`config.mk`:
```
export PLATFORM = sky130hd
export DESIGN_NAME = rgb_shade_and_pack_16bit_top
export DESIGN_NICKNAME = d
export VERILOG_FILES = /design/src/hdl/rsp16_pkg.sv /design/src/hdl/rgb_shade_and_pack_16bit_top.sv
export SDC_FILE = /design/constraint.sdc
export NUM_CORES = 1
export LEC_CHECK = 0
export ABC_AREA = 1
export BUFFER_PORTS_ARGS = -buffer_cell sky130_fd_sc_hd__buf_2
export CORE_MARGIN = 2
export CORE_UTILIZATION = 42
export DETAILED_ROUTE_END_ITERATION = 10
export GPL_TIMING_DRIVEN = 0
export SLEW_MARGIN = 20
export SYNTH_ARGS = -nofsm -noshare
export SYNTH_HDL_FRONTEND = slang
export SYNTH_SLANG_ARGS = --single-unit
export TNS_END_PERCENT = 1
```
`constraint.sdc`:
```
create_clock -name clk -period 7.26 [get_ports clk]
set_input_delay 0.726 -clock clk [delete_from_list [all_inputs] [get_ports clk]]
set_output_delay 0.726 -clock clk [all_outputs]
set_load 0.01 [all_outputs]
```
`src/hdl/rsp16_pkg.sv`:
```
// shared constants, register indexes and helpers for the rgb shade-and-pack block
`default_nettype none

package rsp16_pkg;

  // colour and packing widths
  localparam int unsigned ChanW  = 8;
  localparam int unsigned PixW   = 16;
  localparam int unsigned ScaleW = 10;
  localparam int unsigned FmtW   = 21;
  localparam int unsigned ShW    = 5;
  localparam int unsigned IdxW   = 3;

  // luminance weights and divisor
  localparam int unsigned LumaR   = 299;
  localparam int unsigned LumaG   = 587;
  localparam int unsigned LumaB   = 114;
  localparam int unsigned LumaDiv = 1000;
  localparam int unsigned WtW     = 10;
  localparam int unsigned SumW    = 18;

  // reciprocal of the luminance divisor, exact for every weighted sum below 2^SumW
  localparam int unsigned RecipShift = SumW + 10;
  localparam int unsigned RecipW     = 19;
  localparam logic [RecipW-1:0] LumaRecip =
    RecipW'(((64'd1 << RecipShift) + LumaDiv - 1) / LumaDiv);
  localparam int unsigned RecipProdW = SumW + RecipW;

  // scaling
  localparam int unsigned ScaleShift = 8;
  localparam int unsigned ScaledW    = ChanW + ScaleW;
  localparam logic [ChanW-1:0] ChanMax  = 8'd255;
  localparam logic [PixW-1:0]  BlackSub = 16'h0001;

  // reset values
  localparam logic [ScaleW-1:0] ScaleUnity = 10'd256;
  localparam logic [FmtW-1:0]   FmtReset   = '0;

  // configuration register indexes
  localparam logic [IdxW-1:0] RegRedScale   = 3'd0;
  localparam logic [IdxW-1:0] RegGreenScale = 3'd1;
  localparam logic [IdxW-1:0] RegBlueScale  = 3'd2;
  localparam logic [IdxW-1:0] RegMonoMode   = 3'd3;
  localparam logic [IdxW-1:0] RegRedFmt     = 3'd4;
  localparam logic [IdxW-1:0] RegGreenFmt   = 3'd5;
  localparam logic [IdxW-1:0] RegBlueFmt    = 3'd6;

  // shift one clamped channel into place and apply its mask
  function automatic logic [PixW-1:0] place_channel(input logic [ChanW-1:0] c,
                                                    input logic [FmtW-1:0] fmt);
    logic [ShW-1:0]  sh;
    logic [ShW-1:0]  amount;
    logic [PixW-1:0] wide;
    logic [PixW-1:0] v;
    sh     = fmt[FmtW-1:PixW];
    amount = ShW'(0) - sh;
    wide   = {{(PixW-ChanW){1'b0}}, c};
    if (sh[ShW-1]) begin
      // right shift, anything of eight or more clears the channel
      if (amount >= ShW'(ChanW)) begin
        v = '0;
      end else begin
        v = wide >> amount[2:0];
      end
    end else begin
      // left shift, bits above the top are dropped
      v = wide << sh[ShW-2:0];
    end
    return v & fmt[PixW-1:0];
  endfunction

endpackage

`default_nettype wire

```
`src/hdl/rgb_shade_and_pack_16bit_top.sv`:
```
// rgb888 to 16-bit packed pixel converter with optional luminance shading
`default_nettype none

// Converts one 8-bit RGB colour per clock into a 16-bit packed pixel. A colour
// is taken at each clock edge where start is high (busy is always low), and its
// pixel later appears on packed_pixel with done high for one cycle.
// The pipeline has four register stages: weighted luminance sum, reciprocal
// multiply for the divide by 1000, per-channel scale and clamp, then shift,
// mask and pack. Results cannot be held off, so the pipeline never stalls.
// Configuration writes take effect at once and belong in idle periods.
module rgb_shade_and_pack_16bit_top (
  input  wire logic                          clk,
  input  wire logic                          rst,
  input  wire logic                          start,
  output logic                               busy,
  input  wire logic [rsp16_pkg::ChanW-1:0]   red_in,
  input  wire logic [rsp16_pkg::ChanW-1:0]   green_in,
  input  wire logic [rsp16_pkg::ChanW-1:0]   blue_in,
  input  wire logic                          wr_en,
  input  wire logic [rsp16_pkg::IdxW-1:0]    wr_index,
  input  wire logic [rsp16_pkg::FmtW-1:0]    wr_data,
  output logic                               done,
  output logic [rsp16_pkg::PixW-1:0]         packed_pixel
);

  localparam int unsigned CW = rsp16_pkg::ChanW;

  // configuration registers
  logic [rsp16_pkg::ScaleW-1:0] red_scale, green_scale, blue_scale;
  logic                         mono_mode;
  logic [rsp16_pkg::FmtW-1:0]   red_format, green_format, blue_format;

  always_ff @(posedge clk) begin
    if (rst) begin
      red_scale    <= rsp16_pkg::ScaleUnity;
      green_scale  <= rsp16_pkg::ScaleUnity;
      blue_scale   <= rsp16_pkg::ScaleUnity;
      mono_mode    <= 1'b0;
      red_format   <= rsp16_pkg::FmtReset;
      green_format <= rsp16_pkg::FmtReset;
      blue_format  <= rsp16_pkg::FmtReset;
    end else if (wr_en) begin
      unique case (wr_index)
        rsp16_pkg::RegRedScale:   red_scale    <= wr_data[rsp16_pkg::ScaleW-1:0];
        rsp16_pkg::RegGreenScale: green_scale  <= wr_data[rsp16_pkg::ScaleW-1:0];
        rsp16_pkg::RegBlueScale:  blue_scale   <= wr_data[rsp16_pkg::ScaleW-1:0];
        rsp16_pkg::RegMonoMode:   mono_mode    <= wr_data[0];
        rsp16_pkg::RegRedFmt:     red_format   <= wr_data;
        rsp16_pkg::RegGreenFmt:   green_format <= wr_data;
        rsp16_pkg::RegBlueFmt:    blue_format  <= wr_data;
        default: ;
      endcase
    end
  end

  // the pipeline always advances
  assign busy = 1'b0;

  // stage 1: weighted luminance sum
  logic                           s1_valid;
  logic [CW-1:0]                  s1_r, s1_g, s1_b;
  logic [rsp16_pkg::SumW-1:0]     s1_sum;
  logic [rsp16_pkg::SumW-1:0]     sum_next;

  always_comb begin
    sum_next = rsp16_pkg::SumW'(red_in)   * rsp16_pkg::SumW'(rsp16_pkg::LumaR)
             + rsp16_pkg::SumW'(green_in) * rsp16_pkg::SumW'(rsp16_pkg::LumaG)
             + rsp16_pkg::SumW'(blue_in)  * rsp16_pkg::SumW'(rsp16_pkg::LumaB);
  end

  always_ff @(posedge clk) begin
    if (rst) begin
      s1_valid <= 1'b0;
    end else begin
      s1_valid <= start;
    end
    s1_r   <= red_in;
    s1_g   <= green_in;
    s1_b   <= blue_in;
    s1_sum <= sum_next;
  end

  // stage 2: divide by 1000 through the reciprocal product
  logic                              s2_valid;
  logic [CW-1:0]                     s2_r, s2_g, s2_b;
  logic [rsp16_pkg::RecipProdW-1:0]  s2_prod;

  always_ff @(posedge clk) begin
    if (rst) begin
      s2_valid <= 1'b0;
    end else begin
      s2_valid <= s1_valid;
    end
    s2_r    <= s1_r;
    s2_g    <= s1_g;
    s2_b    <= s1_b;
    s2_prod <= rsp16_pkg::RecipProdW'(s1_sum) * rsp16_pkg::RecipProdW'(rsp16_pkg::LumaRecip);
  end

  // stage 3: pick channel or luminance, scale and clamp
  logic [CW-1:0]                  lum;
  logic [CW-1:0]                  src_r, src_g, src_b;
  logic [rsp16_pkg::ScaledW-1:0]  sc_r, sc_g, sc_b;
  logic [CW-1:0]                  clamp_r, clamp_g, clamp_b;
  logic                           s3_valid;
  logic [CW-1:0]                  s3_r, s3_g, s3_b;

  always_comb begin
    lum   = s2_prod[rsp16_pkg::RecipShift +: CW];
    src_r = mono_mode ? lum : s2_r;
    src_g = mono_mode ? lum : s2_g;
    src_b = mono_mode ? lum : s2_b;
    sc_r  = (rsp16_pkg::ScaledW'(src_r) * rsp16_pkg::ScaledW'(red_scale))
            >> rsp16_pkg::ScaleShift;
    sc_g  = (rsp16_pkg::ScaledW'(src_g) * rsp16_pkg::ScaledW'(green_scale))
            >> rsp16_pkg::ScaleShift;
    sc_b  = (rsp16_pkg::ScaledW'(src_b) * rsp16_pkg::ScaledW'(blue_scale))
            >> rsp16_pkg::ScaleShift;
    clamp_r = (sc_r > rsp16_pkg::ScaledW'(rsp16_pkg::ChanMax)) ? rsp16_pkg::ChanMax
                                                               : sc_r[CW-1:0];
    clamp_g = (sc_g > rsp16_pkg::ScaledW'(rsp16_pkg::ChanMax)) ? rsp16_pkg::ChanMax
                                                               : sc_g[CW-1:0];
    clamp_b = (sc_b > rsp16_pkg::ScaledW'(rsp16_pkg::ChanMax)) ? rsp16_pkg::ChanMax
                                                               : sc_b[CW-1:0];
  end

  always_ff @(posedge clk) begin
    if (rst) begin
      s3_valid <= 1'b0;
    end else begin
      s3_valid <= s2_valid;
    end
    s3_r <= clamp_r;
    s3_g <= clamp_g;
    s3_b <= clamp_b;
  end

  // stage 4: shift, mask, merge and black substitute
  logic [rsp16_pkg::PixW-1:0] px;
  logic [rsp16_pkg::PixW-1:0] px_next;

  always_comb begin
    px = rsp16_pkg::place_channel(s3_r, red_format)
       | rsp16_pkg::place_channel(s3_g, green_format)
       | rsp16_pkg::place_channel(s3_b, blue_format);
    if (px == '0 && (s3_r | s3_g | s3_b) != '0) begin
      px_next = rsp16_pkg::BlackSub;
    end else begin
      px_next = px;
    end
  end

  always_ff @(posedge clk) begin
    if (rst) begin
      done <= 1'b0;
    end else begin
      done <= s3_valid;
    end
    packed_pixel <= px_next;
  end

endmodule

`default_nettype wire
```
==> results of run 1 <==
## metrics by stage
step / setup slack, ns / std cells / hold WS [ns] / instance area [sq um] / utilization [%]
after floorplan: 1.193 / 3119 / 0.3096 / 24190 / -
after global placement: 0.5002 / 3943 / 0.3096 / 25480 / 44.93
after detailed placement: 0.4515 / 3943 / 0.3121 / 25480 / 44.93
after CTS: 0.9985 / 3985 / 0.3270 / 26340 / 46.44
after global routing: 0.6109 / 3986 / 0.3354 / 26340 / 46.44
final: 1.022 / 3986 / 0.3263 / 26340 / 46.44
## Yosys cell counts (9+ instances only)
cell type  instances  area, sq um
a21o_1            10        75.07
a21oi_1          194        970.9
a21oi_2            9        78.83
buf_2             16        80.08
buf_4             10        75.07
clkbuf_1          25        93.84
dfxtp_1          212         4244
fa_1             259         5185
ha_1             358         4479
inv_1            609         2286
nand2_1          474         1779
nand2_2           22        137.6
nand3_1          209         1046
nand3_2           10        100.1
nand4_1           27        168.9
nor2_1           355         1333
nor3_1            26        130.1
o211ai_1          11        82.58
o21ai_0          139        695.7
o21bai_1          11        82.58
or2_2             11        68.82
xnor2_1           16        140.1
xor2_1            34        297.8
## final timing paths
check        depth (start not counted)          to       start  slack, ns
max                                 27  s1_sum[17]  blue_in[0]       1.02
min                                  0     s2_r[6]     s1_r[6]       0.33
max reg2reg                         20     s3_g[5]   mono_mode       1.69
min reg2reg                          0     s2_r[6]     s1_r[6]       0.33
## critical path: cells and delay by family
kind | cells | cell delay [ns]
buffers and inverters | 7 | 0.48
AOI/OAI and AO/OA | 5 | 1.19
xor gates and xnor gates | 2 | 0.33
adders and majority gates | 9 | 3.57
and+or+nand+nor | 4 | 0.39
## cells by family (layout without fill, tap and decap cells)
group           after synthesis  after routing  share of synthesized area (%)
flops                       212            212                          17.54
compound gates              406            406                          9.164
buf+inv                     679            789                          11.03
other cells                   1              2                        0.01550
fa+ha+maj                   617            617                          39.95
simple gates               1151           1151                          20.29
xor+xnor                     53             53                          2.012
## layout make-up
| cell class | instances | area, sq um | area share [%] |
|---|---|---|---|
| antenna | 1 | 2.502 | 0.009501 |
| buffer | 58 | 331.6 | 1.259 |
| clock buffer | 28 | 655.6 | 2.489 |
| clock inverter | 14 | 200.2 | 0.7601 |
| inverter | 621 | 2336 | 8.869 |
| multi-input combinational | 2228 | 17280 | 65.62 |
| sequential | 212 | 4244 | 16.11 |
| tap | 756 | 945.9 | 3.591 |
| timing repair buffer | 68 | 340.3 | 1.292 |
## layer usage
| layer | share of wire, % | routed length [um] | GRT usage [%] | vias to the layer above |
|---|---|---|---|---|
| li1 | - | - | - | 10040 |
| met1 | 45 | 29500 | 29.74 | 9520 |
| met2 | 46 | 30020 | 37.15 | 488 |
| met3 | 4.3 | 2767 | 2.063 | 125 |
| met4 | 4.0 | 2562 | 7.676 | 0 |
| met5 | 0 | 0 | 0 | - |
## sequential cells by signal, indices dropped and copies added (netlist names), 8 cells and up
signal,flops
green_format,21
s1_g,8
red_format,21
s3_g,8
blue_scale,10
red_scale,10
blue_format,21
s1_r,8
s2_prod,8
s1_b,8
s3_b,8
s1_sum,18
s2_g,8
s3_r,8
s2_b,8
packed_pixel,16
green_scale,10
s2_r,8
==> metrics.md, run 1 <==
| Metric | Value |
|---|---|
| Final hold vios | 0 |
| CTS Buf Count | 24 |
| Initial antenna violation count | 1 |
| RSZ-0062 raised after global routing | false |
| Class of the worst hold path | reg2reg |
| Yosys warning count | 0 |
| Setup Viol. Count Final | 0 |
| Total Routing Usage GR | 22.10% |
| Wire per inst | 16.27 um |
| FFs w/ async S/R, synth | 0% |
| Clock root buffer | clkbuf_16 |
| Largest net degree at the start of global routing | 16 |
| Main synth FF type | dfxtp_1 |
| H-tree levels | 1 |
| Residual DRC count | 0 |
| Initial core utilization | between 40% and 50% |
| IO Count | 70 |
| FILL cells | approximately 5.8k |
| Status | finished clean |
| Setup CP Type | in2reg |
| Post-CTS setup buffers | 0 |
| Syn_nets | approximately 3.8k |
| Number of synthesized register bits | 212 |
| Worst-Skew Late Latency | about 0.55 ns |
| Post-synth EDFFs | 0 |
| WP data required | 7.72 ns |
| First-pass GRT wire length | about 110000 um |
| Post-route ant nets | 0 |
| Initial drt markers | around 1.1k |
| Synth unique cells | 48 |
| Die area | approximately 60000 sq um |
| Critical path fanouts, max | 5 |
| Max-slew violations | 0 |
| Worst path most repeated cell | inv_1 |
| Sinks on the clock net | ~210 |
| Setup TNS | 0 ns |
| Min cycle time layout | between 6 and 7 ns |
| Final GP Congestion | approximately 1.0 |
| Worst slew margin | between 30% and 40% |
| CTS Buffer Depth | 3 |
| Commonest non-fill, non-tap cell in the layout | inv_1 |
| DRT Pass-1 Iters | 5 |
| # resized after CTS | 0 |
| Clock-pin slew on the worst setup and hold paths | around 0.06 ns |
| Net count, final | a little under 4k |
| Die height | approximately 240 um |
| FMAX | around 0.16 GHz |
| Core ar. | around 57000 sq um |
| Cells after Synth | between 3k and 4k |
| Avg Cell Area, Syn | 7.757 sq um |
| Register area share after synthesis | 17.54% |
| CP peak stage delay | 0.55 ns |
| Hold-fix buffers, CTS | 0 |
| Commonest non-fill, non-tap cells in the layout | inv_1, nand2_1, ha_1 |
| CP Capture Type | register |
| Vias per cell | 5.062 |
| Die width | 244.0 um |
| Measured slew at the worst slew-check pin | between 1 and 1.5 ns |
| Worst path arrival time | ~6.7 ns |
| Critical-path top delay cell | fa_1 |
| Worst setup SP type | primary input |
| Row cnt | 87 |
| Vias in the first global route | roughly 20k |
| Final Skew | 0.02135 ns |
| Via count | between 20k and 25k |
| Grt total ovfl | 0 |
| CTS tree | yes |
| DP HPWL | between 50000 and 60000 um |
| Synthesized area | 24190 sq um |
| Area Overhead vs Synth | 8.864% |
| Layout cell share with drive strength beyond 1 | 6.720% |
| Routed WL | ~65000 um |
| Port-buffer cells | between 60 and 70 |
| Period utilization | 85.92% |
| Max Cap Viol | 0 |
Power of run 1 is left out: the tool's default activity adds up to more than one toggle a clock period on the data nets, which glitch-free logic cannot reach.
==> run 2: changes to the inputs <==
--- a/config.mk
+++ b/config.mk
@@ -12,4 +12,5 @@
 export DETAILED_ROUTE_END_ITERATION = 10
 export GPL_TIMING_DRIVEN = 0
+export HOLD_SLACK_MARGIN = 0.1
 export SLEW_MARGIN = 20
 export SYNTH_ARGS = -nofsm -noshare
==> constraint.sdc (replaced) <==
create_clock -name clk -period 7.26 [get_ports clk]
set_input_delay 1.815 -clock clk [delete_from_list [all_inputs] [get_ports clk]]
set_output_delay 1.815 -clock clk [all_outputs]
set_load 0.01 [all_outputs]
==> run 2 against run 1 <==
Net effect: cell count unchanged; register-to-register slack worse by 0.02 ns; cell area barely moved; fmax shrank 10%; clock skew is 0.0022 ns lower; count of clock-buffer cells in the layout unchanged; global-route usage unchanged; routed wire length is essentially flat; die area is the same; highest routed layer unchanged.
==> metrics.md, run 2 (synthesis results as in run 1) <==
| Metric | Value |
|---|---|
| Worst path arrival time | 7.41 ns (was 6.70 ns) |
| Final hold vios | 0 (unchanged) |
| Residual DRC count | 0 (unchanged) |
| Setup CP Type | in2reg (unchanged) |
| Max Cap Viol | 0 (unchanged) |
| Final WS setup | 0.3135 ns (was 1.022 ns) |
| Pre-CTS setup slack | -0.6375 ns (was 0.4515 ns) |
| Hold-fix buffers, CTS | 0 (unchanged) |
| Worst setup SP type | primary input (unchanged) |
| Total Routing Usage GR | 22.10% (unchanged) |
| RSZ-0062 raised after global routing | true (was false) |
| Sinks on the clock net | 212 (unchanged) |
| CP Capture Type | register (unchanged) |
| Worst slew margin | 32.40% (was 31.98%) |
| Die height | 244.0 um (unchanged) |
| DP HPWL | 53880 um (unchanged) |
| Worst-Skew Late Latency | 0.55 ns (about the same) |
| Row cnt | 87 (unchanged) |
| Commonest non-fill, non-tap cells in the layout | inv_1, nand2_1, ha_1 (unchanged) |
| DRT Pass-1 Iters | 5 (unchanged) |
| First-pass GRT wire length | 105900 um (unchanged) |
| WP data required | 7.72 ns (about the same) |
| Vias per cell | 5.052 (was 5.062) |
| CTS tree | yes (unchanged) |
| Initial antenna violation count | 1 (unchanged) |
| Max-slew violations | 0 (unchanged) |
| # resized after CTS | 1 (was 0) |
| Area post-placement | 25480 sq um (unchanged) |
| Vias in the first global route | 20.16k (unchanged) |
| Largest registers | blue_format (21), green_format (21), red_format (21) (unchanged) |
| Wire per inst | 16.26 um (was 16.27 um) |
| Design Area, Final | 26360 sq um (was 26340 sq um) |
| Initial drt markers | 1140 (was 1070) |
| Largest net degree at the start of global routing | 16 (unchanged) |
| Core ar. | 56710 sq um (unchanged) |
| Setup Viol. Count Final | 0 (unchanged) |
| Period utilization | 95.68% (was 85.92%) |
| Routed WL | 64820 um (was 64850 um) |
| Clock root buffer | clkbuf_16 (unchanged) |
| Min cycle time layout | 6.946 ns (was 6.238 ns) |
| H-tree levels | 1 (unchanged) |
| Commonest non-fill, non-tap cell in the layout | inv_1 (unchanged) |
| Via count | 20.14k (was 20.18k) |
| Final Skew | 0.01912 ns (was 0.02135 ns) |
| Post-route ant nets | 0 (unchanged) |
| Final GP Congestion | 1.018 (unchanged) |
| Port-buffer cells | 68 (unchanged) |
| Measured slew at the worst slew-check pin | 1.014 ns (was 1.020 ns) |
| Area Overhead vs Synth | 8.937% (was 8.864%) |
| Layout cell share with drive strength beyond 1 | 6.875% (was 6.720%) |
| Die width | 244.0 um (unchanged) |
| Setup TNS | 0 ns (unchanged) |
| Grt total ovfl | 0 (unchanged) |
| IO Count | 70 (unchanged) |
| CTS Buffer Depth | 3 (unchanged) |
| Clock-pin slew on the worst setup and hold paths | 0.06 ns (about the same) |
| Post-CTS setup buffers | 0 (unchanged) |
| Net count, final | 3882 (unchanged) |
| Die area | 59540 sq um (unchanged) |
| Hold slack | 0.3262 ns (was 0.3263 ns) |
| Initial core utilization | 42.66% (unchanged) |
| Class of the worst hold path | reg2reg (unchanged) |
| FMAX | 0.1440 GHz (was 0.1603 GHz) |
| CTS Buf Count | 24 (unchanged) |
| Status | finished clean (unchanged) |
| Critical path fanouts, max | 5 (unchanged) |
==> run 2: path summary, 6_finish.rpt <==
| check | start | end | slack (ns) | cells past startpoint |
|---|---|---|---|---|
| max | blue_in[0] | s1_sum[17] | 0.31 | 27 |
| min | s1_r[6] | s2_r[6] | 0.33 | 0 |
| max reg2reg | mono_mode | s3_g[5] | 1.67 | 20 |
| min reg2reg | s1_r[6] | s2_r[6] | 0.33 | 0 |
==> run 2: metrics by stage <==
stage | instances | utilization (%)
global route | 3986 | 46.47
CTS | 3985 | 46.44
global placement | 3943 | 44.93
detailed placement | 3943 | 44.93
floorplan | 3119 | -
finish | 3986 | 46.47
==> run 2: final cells by class <==
class                           count  area, sq um
Fill cell                        5815        30360
Timing Repair Buffer               68        340.3
Sequential cell                   212         4244
Multi-Input combinational cell   2228        17300
Antenna cell                        1        2.502
Clock inverter                     14        200.2
Tap cell                          756        945.9
Clock buffer                       28        655.6
Buffer                             58        331.6
Inverter                          621         2336
==> run 2: layer usage <==
layer  vias up  share of wire, %  track usage, %
li1      10040                 -               -
met5         -                 0               0
met1      9478                45           29.74
met4         0               3.9           7.676
met2       490                46           37.15
met3       126               4.5           2.063
==> run 2: worst max-delay path, stage by stage <==
cell     delay (ns)
buf_2          0.18
fa_1           0.54
inv_1          0.05
fa_1           0.50
inv_1          0.04
ha_1           0.27
ha_1           0.16
inv_1          0.06
fa_1           0.47
o21ai_2        0.19
a21oi_1        0.09
o21ai_1        0.19
xnor2_1        0.14
inv_1          0.07
ha_1           0.27
inv_1          0.04
fa_1           0.47
fa_1           0.55
inv_1          0.04
ha_1           0.36
nand2_1        0.09
nor2_1         0.13
nand4_1        0.11
o21ai_2        0.17
nand2_1        0.08
a21oi_2        0.15
xor2_1         0.16
Power of run 2 is left out for the same reason.
